File: src/hdl/dfla_pkg.sv
package dfla_pkg;

	localparam int POOL_SIZE = 768;
	localparam int IDX_W     = 10;
	localparam int LINK_AW   = $clog2(POOL_SIZE);
	localparam int FRESH_W   = $clog2(POOL_SIZE + 1);

	localparam logic REQ_ALLOC = 1'b0;
	localparam logic REQ_FREE  = 1'b1;

	typedef struct packed {
		logic             req_type;
		logic [IDX_W-1:0] free_index;
	} req_t;

	typedef struct packed {
		logic [IDX_W-1:0] alloc_index;
		logic             exhausted;
	} res_t;

	typedef struct packed {
		logic               we;
		logic [LINK_AW-1:0] waddr;
		logic [IDX_W-1:0]   wdata;
		logic               re;
		logic [LINK_AW-1:0] raddr;
	} link_req_t;

	typedef enum logic {
		ST_IDLE,
		ST_POP
	} state_t;

endpackage

File: src/hdl/dfla_ctrl.sv
module dfla_ctrl (
	input  logic                        clk,
	input  logic                        arst_n,
	input  logic                        start,
	output logic                        busy,
	input  dfla_pkg::req_t              req,
	output logic                        strobe,
	output dfla_pkg::res_t              result,
	output dfla_pkg::link_req_t         link_req,
	input  logic [dfla_pkg::IDX_W-1:0]  link_rdata
);

	dfla_pkg::state_t state_q, state_d;
	logic [dfla_pkg::IDX_W-1:0]   head_q;
	logic [dfla_pkg::FRESH_W-1:0] fresh_q;
	logic                         strobe_q;
	dfla_pkg::res_t               result_q;

	logic accept, is_alloc, free_ok, head_ok, fresh_ok;

	assign accept   = start && (state_q == dfla_pkg::ST_IDLE);
	assign is_alloc = (req.req_type == dfla_pkg::REQ_ALLOC);
	assign free_ok  = (req.free_index != '0) && (32'(req.free_index) < dfla_pkg::POOL_SIZE);
	assign head_ok  = (head_q != '0) && (32'(head_q) < dfla_pkg::POOL_SIZE);
	assign fresh_ok = 32'(fresh_q) < dfla_pkg::POOL_SIZE;

	always_comb begin
		state_d = state_q;
		case (state_q)
			dfla_pkg::ST_IDLE: begin
				if (accept && is_alloc) begin
					state_d = dfla_pkg::ST_POP;
				end
			end
			dfla_pkg::ST_POP: state_d = dfla_pkg::ST_IDLE;
			default: state_d = dfla_pkg::ST_IDLE;
		endcase
	end

	always_comb begin
		busy           = 1'b0;
		link_req.we    = 1'b0;
		link_req.re    = 1'b0;
		link_req.waddr = dfla_pkg::LINK_AW'(req.free_index);
		link_req.wdata = head_q;
		link_req.raddr = dfla_pkg::LINK_AW'(head_q);
		case (state_q)
			dfla_pkg::ST_IDLE: begin
				link_req.we = accept && !is_alloc && free_ok;
				link_req.re = accept && is_alloc;
			end
			dfla_pkg::ST_POP: busy = 1'b1;
			default: busy = 1'b0;
		endcase
	end

	always_ff @(posedge clk or negedge arst_n) begin
		if (!arst_n) begin
			state_q  <= dfla_pkg::ST_IDLE;
			head_q   <= '0;
			fresh_q  <= dfla_pkg::FRESH_W'(1);
			strobe_q <= 1'b0;
		end else begin
			state_q  <= state_d;
			strobe_q <= (state_q == dfla_pkg::ST_POP);
			if (link_req.we) begin
				head_q <= req.free_index;
			end
			if (state_q == dfla_pkg::ST_POP) begin
				if (head_ok) begin
					head_q <= link_rdata;
				end else if (fresh_ok) begin
					fresh_q <= fresh_q + dfla_pkg::FRESH_W'(1);
				end
			end
		end
	end

	// payload, no reset
	always_ff @(posedge clk) begin
		if (state_q == dfla_pkg::ST_POP) begin
			if (head_ok) begin
				result_q.alloc_index <= head_q;
				result_q.exhausted   <= 1'b0;
			end else if (fresh_ok) begin
				result_q.alloc_index <= dfla_pkg::IDX_W'(fresh_q);
				result_q.exhausted   <= 1'b0;
			end else begin
				result_q.alloc_index <= '0;
				result_q.exhausted   <= 1'b1;
			end
		end
	end

	assign strobe = strobe_q;
	assign result = result_q;

endmodule

File: config.mk
export PLATFORM = sky130hd
export DESIGN_NAME = dfla_ctrl
export DESIGN_NICKNAME = d
export VERILOG_FILES = /design/src/hdl/dfla_pkg.sv /design/src/hdl/dfla_ctrl.sv
export SDC_FILE = /design/constraint.sdc
export NUM_CORES = 1
export LEC_CHECK = 0
export BUFFER_PORTS_ARGS = -buffer_cell sky130_fd_sc_hd__buf_2
export CAP_MARGIN = 5
export CORE_ASPECT_RATIO = 1.25
export CORE_MARGIN = 4
export CORE_UTILIZATION = 51
export CTS_BUF_LIST = sky130_fd_sc_hd__clkbuf_4 sky130_fd_sc_hd__clkbuf_8
export DETAILED_ROUTE_END_ITERATION = 12
export PLACE_DENSITY = 0.83
export SETUP_SLACK_MARGIN = 0.4
export SYNTH_ARGS = -nofsm -noshare
export SYNTH_HDL_FRONTEND = slang
export SYNTH_SLANG_ARGS = --single-unit
File: constraint.sdc
create_clock -name clk -period 1.9 [get_ports clk]
set_input_delay 0.095 -clock clk [delete_from_list [all_inputs] [get_ports clk]]
set_output_delay 0.095 -clock clk [all_outputs]
set_load 0.05 [all_outputs]
==> key figures, run 1 <==
Final layout
  – Most common cell after layout, fill and taps aside: buf_2
  – Layout cell share with drive strength beyond 1: approximately 67%
  – Antenna diode count: 0
  – Most frequent cells in the layout: 64 x buf_2, 22 x nand2_1, 18 x buf_4, 16 x buf_6, 11 x edfxtp_1
  – Design area: 0.00274 sq mm
  – Nets: between 200 and 300
  – Area Growth Syn to Fin: 50.0%

Timing
  – Slew headroom: 64.5%
  – Tcrit/Tclk final: 94.8%
  – Slew of the pin with the lowest slew margin: 0.532 ns
  – RSZ-0062 raised after global routing: yes
  – Max Slew Vio Count: 0
  – TNS Setup: 0 ns
  – Final hold violations: 0
  – Tmin final: around 1.8 ns
  – Achievable frequency: between 500 and 600 MHz
  – Final Skew: 0.0128 ns
  – Setup violators final: 0
  – Worst setup margin: between 0.09 and 0.1 ns

Routing
  – DRT iter0 DRCs: 64
  – Total number of vias: 1740
  – Final wirelength: 5930 um
  – Via density per instance: about 6
  – Avg WL per Cell: between 20 and 25 um
  – Drt pass-1 iters: 4
  – Detailed-route DRC error count: 0
  – Post-route ant nets: 0

Die
  – Die width: between 60 and 70 um
  – Core Area: 0.00348 sq mm
  – Die ar.: about 0.0046 sq mm
  – Die height: around 75 um
  – Ports: 69
  – Std-Cell Rows: 24
  – Initial Util: between 50% and 60%

Logic synthesis
  – Syn Inst Count: 170
  – Most used DFF post-synth: dfrtp_1
  – Post-synth net total: just under 200
  – Post-synth EDFFs: 11
  – Async set-reset flop share out of synthesis: about two thirds
  – Synth warn: 0
  – Mapped Area: 0.00183 sq mm
  – Syn_area_per_cell: approximately 11 sq um
  – Sequential area share after synthesis: about half
  – #FFs+latches synth: 33
  – Synth cell types: 37

Clock tree
  – CTS Root Cell: clkbuf_8
  – Worst-Skew Late Latency: between 0.2 and 0.3 ns
  – CTS tree: done
  – Clock Tree Buf Depth: 2
  – CTS clk-pin slew, worst paths: 0.07 ns
  – H-tree depth: 2
  – Clock Sink Count: 33
  – CTS Buf Count: 5

Critical path
  – Reg2reg setup slack: 0.1 ns
  – Worst endpoint data arrival time: between 2 and 2.5 ns
  – Critical path fanouts, max: 5
  – Crit-path slowest cell: dfrtp_2
  – Critical-path cell list: nor4_4 -> a32oi_4 -> buf_6 -> buf_6 -> nor3_2 -> xor2_1
  – Slowest stage delay, CP: around 0.43 ns
  – Worst setup EP type: flip-flop
  – Worst Setup Path Type: reg2reg
  – CP dominant cell by count: buf_6
  – Worst path required time: 2.11 ns
  – Setup crit start kind: flip-flop

Global routing
  – Remaining Overflow, GRT: 0
  – First-pass GRT wire length: 8630 um
  – Vias in the first global route: 1764
  – Overall routing resource usage: 25.9%
  – Antenna violations before repair: 0
  – Largest net degree at the start of global routing: 23

Pwr
  – PwrDens: between 1000 and 1500 mW/mm^2
  – Share of power burned in registers: about 30%
  – Leak: approximately 1.3 nW
  – Sw frac: between 40% and 50%
  – Clock share of power: between 15 and 20%
  – Comb pwr share: 49.6%
  – Power Total: around 0.0035 W
  – Power Internal: between 0.0015 and 0.002 W
  – Switching power: between 0.0015 and 0.002 W
  – Worst vdd ir: 0.000965 V

Hold path
  – Hold/Removal Path Class: in2reg

Placed design
  – Gp weighted congestion: 0.813
  – I/O Buffers: approximately 70
  – DP Area: ~0.0022 sq mm
  – Dpl ws: approximately 0.08 ns
  – Hpwl dp: roughly 3200 um

Job
  – Max-Cap Viols: 0

Run status
  – Outcome: finished, final reports clean
-- path summary, 6_finish.rpt --
kind	start	endpoint	cells after the start
hold reg to reg	fresh_q[0]	fresh_q[0]	1
setup / recovery	head_q[5]	fresh_q[6]	6
max in group asynchronous	arst_n	head_q[9]	2
min in group asynchronous	arst_n	fresh_q[1]	2
hold / removal	req[10]	state_q	2
setup reg to reg	head_q[5]	fresh_q[6]	6
-- power groups by stage --
stage,Combinational [W],Clock (W),Sequential [W]
finish,0.00175,0.000702,0.00107
global placement,0.00126,0,0.00110
floorplan,0.000756,0,0.00140
global route,0.00183,0.000730,0.00109
detailed placement,0.00127,0,0.00111
CTS,0.00159,0.000699,0.00106
-- cells in the mapped netlist (2+ instances only) --
cell type,n,area [sq um]
o21ai_0,11,55.1
nor3_1,5,25.0
xor2_1,6,52.6
o22ai_1,2,12.5
dfrtp_1,21,526
a21o_1,7,52.6
inv_1,2,7.51
nand2_1,24,90.1
buf_6,3,33.8
o22a_1,8,70.1
xnor2_1,2,17.5
a21boi_2,8,90.1
o21a_1,2,15.0
buf_4,21,158
or4_4,2,22.5
a2bb2oi_1,2,17.5
a21oi_1,2,10.0
edfxtp_1,11,330
nor2_1,2,7.51
nor2b_1,2,12.5
nor4_1,4,25.0
and3_1,3,18.8
nand3_1,4,20.0
nor3b_1,3,22.5
-- registers in the layout (all words and copies together) (netlist names) --
register	cells
result	11
fresh_q	10
state_q	1
strobe	1
head_q	10
-- repair_timing --
item | in CTS | in global routing
hold endpoints to repair | 21 | 0
gates cloned | 1 | 2
pin swaps | 21 | 12
hold buffers | 1 | 0
gates resized for setup | 39 | 31
endpoints found under the setup margin | 32 | 33
setup buffers | 16 | 4
-- cells by family after synthesis --
| group | synth area share, % |
|---|---|
| AO/OA/AOI/OAI | 19.5 |
| XOR/XNOR | 3.84 |
| AND/OR/NAND/NOR | 14.9 |
| flip-flops | 48.3 |
| adder cells (fa/ha/maj) | 0.685 |
| multiplexers | 0.616 |
| buffers and inverters | 12.2 |
-- per-layer routing --
layer  up-vias  wire [um]  share of wire [%]  track usage (%)
li1        759          -                  -                -
met1       854       2170                 37             30.3
met2       105       3080                 52             43.0
met3        22        471                7.9             7.72
met4         0        205                3.5             12.0
met5         -          0                  0                0
-- area by class of cell --
class	count	area [sq um]
clock buffers	7	90.1
clock inverters	1	30.0
fillers	203	743
inverters	2	7.51
multi-input cells	110	1000
flip-flops and latches	33	903
well taps	39	48.8
repair buffers	100	661
-- worst max-delay path: cells and delay by family, from the launching register on --
family	cells	cell delay, ns
AO/OA/AOI/OAI	1	0.21
XOR/XNOR	1	0.19
buffers and inverters	2	0.30
flip-flops	1	0.43
AND/OR/NAND/NOR	2	0.60
-- metrics by stage --
step,util [%],std cells,hold WS (ns)
2_1_floorplan,-,170,-0.201
4_1_cts,73.7,286,0.00330
6_report,78.7,292,0.0144
3_5_place_dp,62.0,260,0.0949
5_1_grt,78.7,292,0.0117
3_3_place_gp,62.0,260,0.0912
Power figures use the tool's default switching activity.
==> run 2, diff against run 1 <==
--- a/config.mk
+++ b/config.mk
@@ -12,8 +12,8 @@
 export CORE_UTILIZATION = 51
 export CTS_BUF_LIST = sky130_fd_sc_hd__clkbuf_4 sky130_fd_sc_hd__clkbuf_8
 export DETAILED_ROUTE_END_ITERATION = 12
-export PLACE_DENSITY = 0.83
-export SETUP_SLACK_MARGIN = 0.4
+export PLACE_DENSITY_LB_ADDON = 0.3
+export SETUP_SLACK_MARGIN = 0.1
 export SYNTH_ARGS = -nofsm -noshare
 export SYNTH_HDL_FRONTEND = slang
 export SYNTH_SLANG_ARGS = --single-unit
==> run 2 against run 1 <==
Effect of this change:
- design area decreased by 16%
- global-route usage decreased by 6.2 points
- critical path depth decreased by 1
- total power decreased by 18%
- final cell count fell by 5.1%
- sequential power barely moved
- register-to-register slack improved by 0.09 ns
- wire length decreased by 30%
- sequential share of layout area up 5.8 points
- via count is 11% lower
- clock power fell by 28%
- critical path type is now in2out
- critical endpoint is now link_req[31]
- largest cell class is now registers
- highest routed layer unchanged
==> key figures, run 2 (same netlist as run 1, synthesis figures left out) <==
Run status
  – Outcome: finished, final reports clean

Final layout
  – Multi-input gate area: 781 sq um
  – Layout cell share with drive strength beyond 1: 51.7%
  – Most frequent cells in the layout: 67 x buf_2, 24 x nand2_1, 16 x buf_4, 13 x dfrtp_1
  – Register Area: ~890 sq um
  – Number of flip-flops in the largest register: 11
  – Area Growth Syn to Fin: 26.0%
  – Nets: between 200 and 300
  – Fill cells: about 300
  – Most common cell after layout, fill and taps aside: buf_2
  – Antenna diode count: 0

Clock tree
  – Clock Tree Buf Depth: 2
  – CTS clk-pin slew, worst paths: ~0.070 ns
  – H-tree depth: 2
  – Worst-Skew Late Latency: 0.28 ns
  – CTS Root Cell: clkbuf_8
  – Clock Sink Count: 33
  – CTS Buf Count: 5
  – CTS tree: done

Hold path
  – Worst hold endpoint: head_q[7]
  – WHS Path Cells: 2
  – Worst hold path startpoint: link_rdata[7]
  – Hold/Removal Path Class: in2reg

Routing
  – Final wirelength: about 4200 um
  – Detailed-route DRC error count: 0
  – DRT iter0 DRCs: between 40 and 50
  – Total number of vias: approximately 1600
  – Via density per instance: 5.61
  – Drt pass-1 iters: 4
  – Post-route ant nets: 0
  – Avg WL per Cell: 15.0 um

Job
  – Max-Cap Viols: 0

Timing
  – Final Skew: a little over 0.004 ns
  – RSZ-0062 raised after global routing: no
  – Final hold violations: 0
  – Achievable frequency: approximately 570 MHz
  – Tcrit/Tclk final: a little over 90%
  – Slew headroom: about 63%
  – TNS Setup: 0 ns
  – Tmin final: 1.76 ns
  – Slew of the pin with the lowest slew margin: 0.547 ns
  – Max Slew Vio Count: 0
  – Worst setup margin: between 0.1 and 0.15 ns
  – Setup violators final: 0
  – Hold slack: between 0.04 and 0.05 ns

Die
  – Die height: about 75 um
  – Die width: slightly above 60 um
  – Core Area: ~0.0035 sq mm
  – Ports: 69
  – Initial Util: a little over half
  – Die ar.: ~0.0046 sq mm
  – Std-Cell Rows: 24

Critical path
  – Crit-path slowest cell: or4_4
  – Worst path required time: 1.80 ns
  – Reg2reg setup slack: approximately 0.19 ns
  – Worst endpoint data arrival time: roughly 1.7 ns
  – Critical-path cell list: buf_2 -> or4_4 -> or4_4 -> and2_4 -> buf_6
  – Worst setup EP type: output pin
  – Slowest stage delay, CP: 0.58 ns
  – Worst r2r path cells: 5
  – Reg-to-reg endpoint: fresh_q[5]
  – Critical path fanouts, max: 5
  – Gate family responsible for the most delay along the worst path: simple AND/OR/NAND/NOR gates
  – CP dominant cell by count: or4_4
  – Critical path buffers and inverters: 2
  – RR Startpoint: head_q[0]
  – Setup crit start kind: input port
  – Worst Setup Path Type: in2out

Pwr
  – Worst vdd ir: between 0.001 and 0.0015 V
  – Leak: 1.10 nW
  – PwrDens: roughly 1200 mW/mm^2

Placed design
  – Hpwl dp: about 3100 um
  – I/O Buffers: 68
  – Gp weighted congestion: ~0.81
  – Dpl ws: 0.0635 ns

Global routing
  – Overall routing resource usage: between 10% and 20%
  – Vias in the first global route: about 1400
  – Antenna violations before repair: 0
  – Remaining Overflow, GRT: 0
  – First-pass GRT wire length: ~6800 um
  – Largest net degree at the start of global routing: 23
[run 2: layout make-up]
type	count	share of cell area (%)
Sequential cell	33	38.7
Multi-Input combinational cell	109	33.9
Timing Repair Buffer	86	21.1
Clock buffer	6	3.32
Tap cell	39	2.12
Clock inverter	2	0.435
Inverter	2	0.326
[run 2: how the worst max path moves through the flow]
stage / start / end / cells past startpoint
floorplan: head_q[8] / fresh_q[1] / 4
detailed placement: req[4] / head_q[3] / 6
global route: req[4] / link_req[31] / 5
CTS: req[4] / link_req[31] / 5
finish: req[4] / link_req[31] / 5
global placement: req[4] / link_req[31] / 5
[run 2: repair_timing]
item | CTS | global route
buffers inserted | 0 | 3
endpoints found under the setup margin | 2 | 15
pin swaps | 0 | 1
gates cloned | 0 | 0
gates resized for setup | 3 | 7
hold buffers | 2 | 0
hold endpoints to repair | 22 | 0
[run 2: stage by stage]
step | total power [W] | instances | area, sq um | util (%)
2_1_floorplan | 0.00209 | 170 | 1850 | -
6_report | 0.00288 | 277 | 2300 | 66.1
3_3_place_gp | 0.00233 | 264 | 2120 | 60.9
3_5_place_dp | 0.00234 | 264 | 2120 | 60.9
5_1_grt | 0.00302 | 277 | 2300 | 66.1
4_1_cts | 0.00287 | 274 | 2240 | 64.2
[run 2: layer usage]
metal	global-route usage [%]	routed length (um)	vias to the layer above
li1	-	-	735
met1	26.2	1700	748
met2	31.1	2080	66
met3	4.97	320	6
met4	6.84	61	0
met5	0	0	-
[run 2: power by group]
| group | leakage [nW] | internal (W) | switching [W] | total [W] |
|---|---|---|---|---|
| sequential | 0.372 | 0.000904 | 0.000156 | 0.00106 |
| combinational | 0.685 | 0.000389 | 0.000922 | 0.00131 |
| clock | 0.0484 | 0.000268 | 0.000240 | 0.000508 |
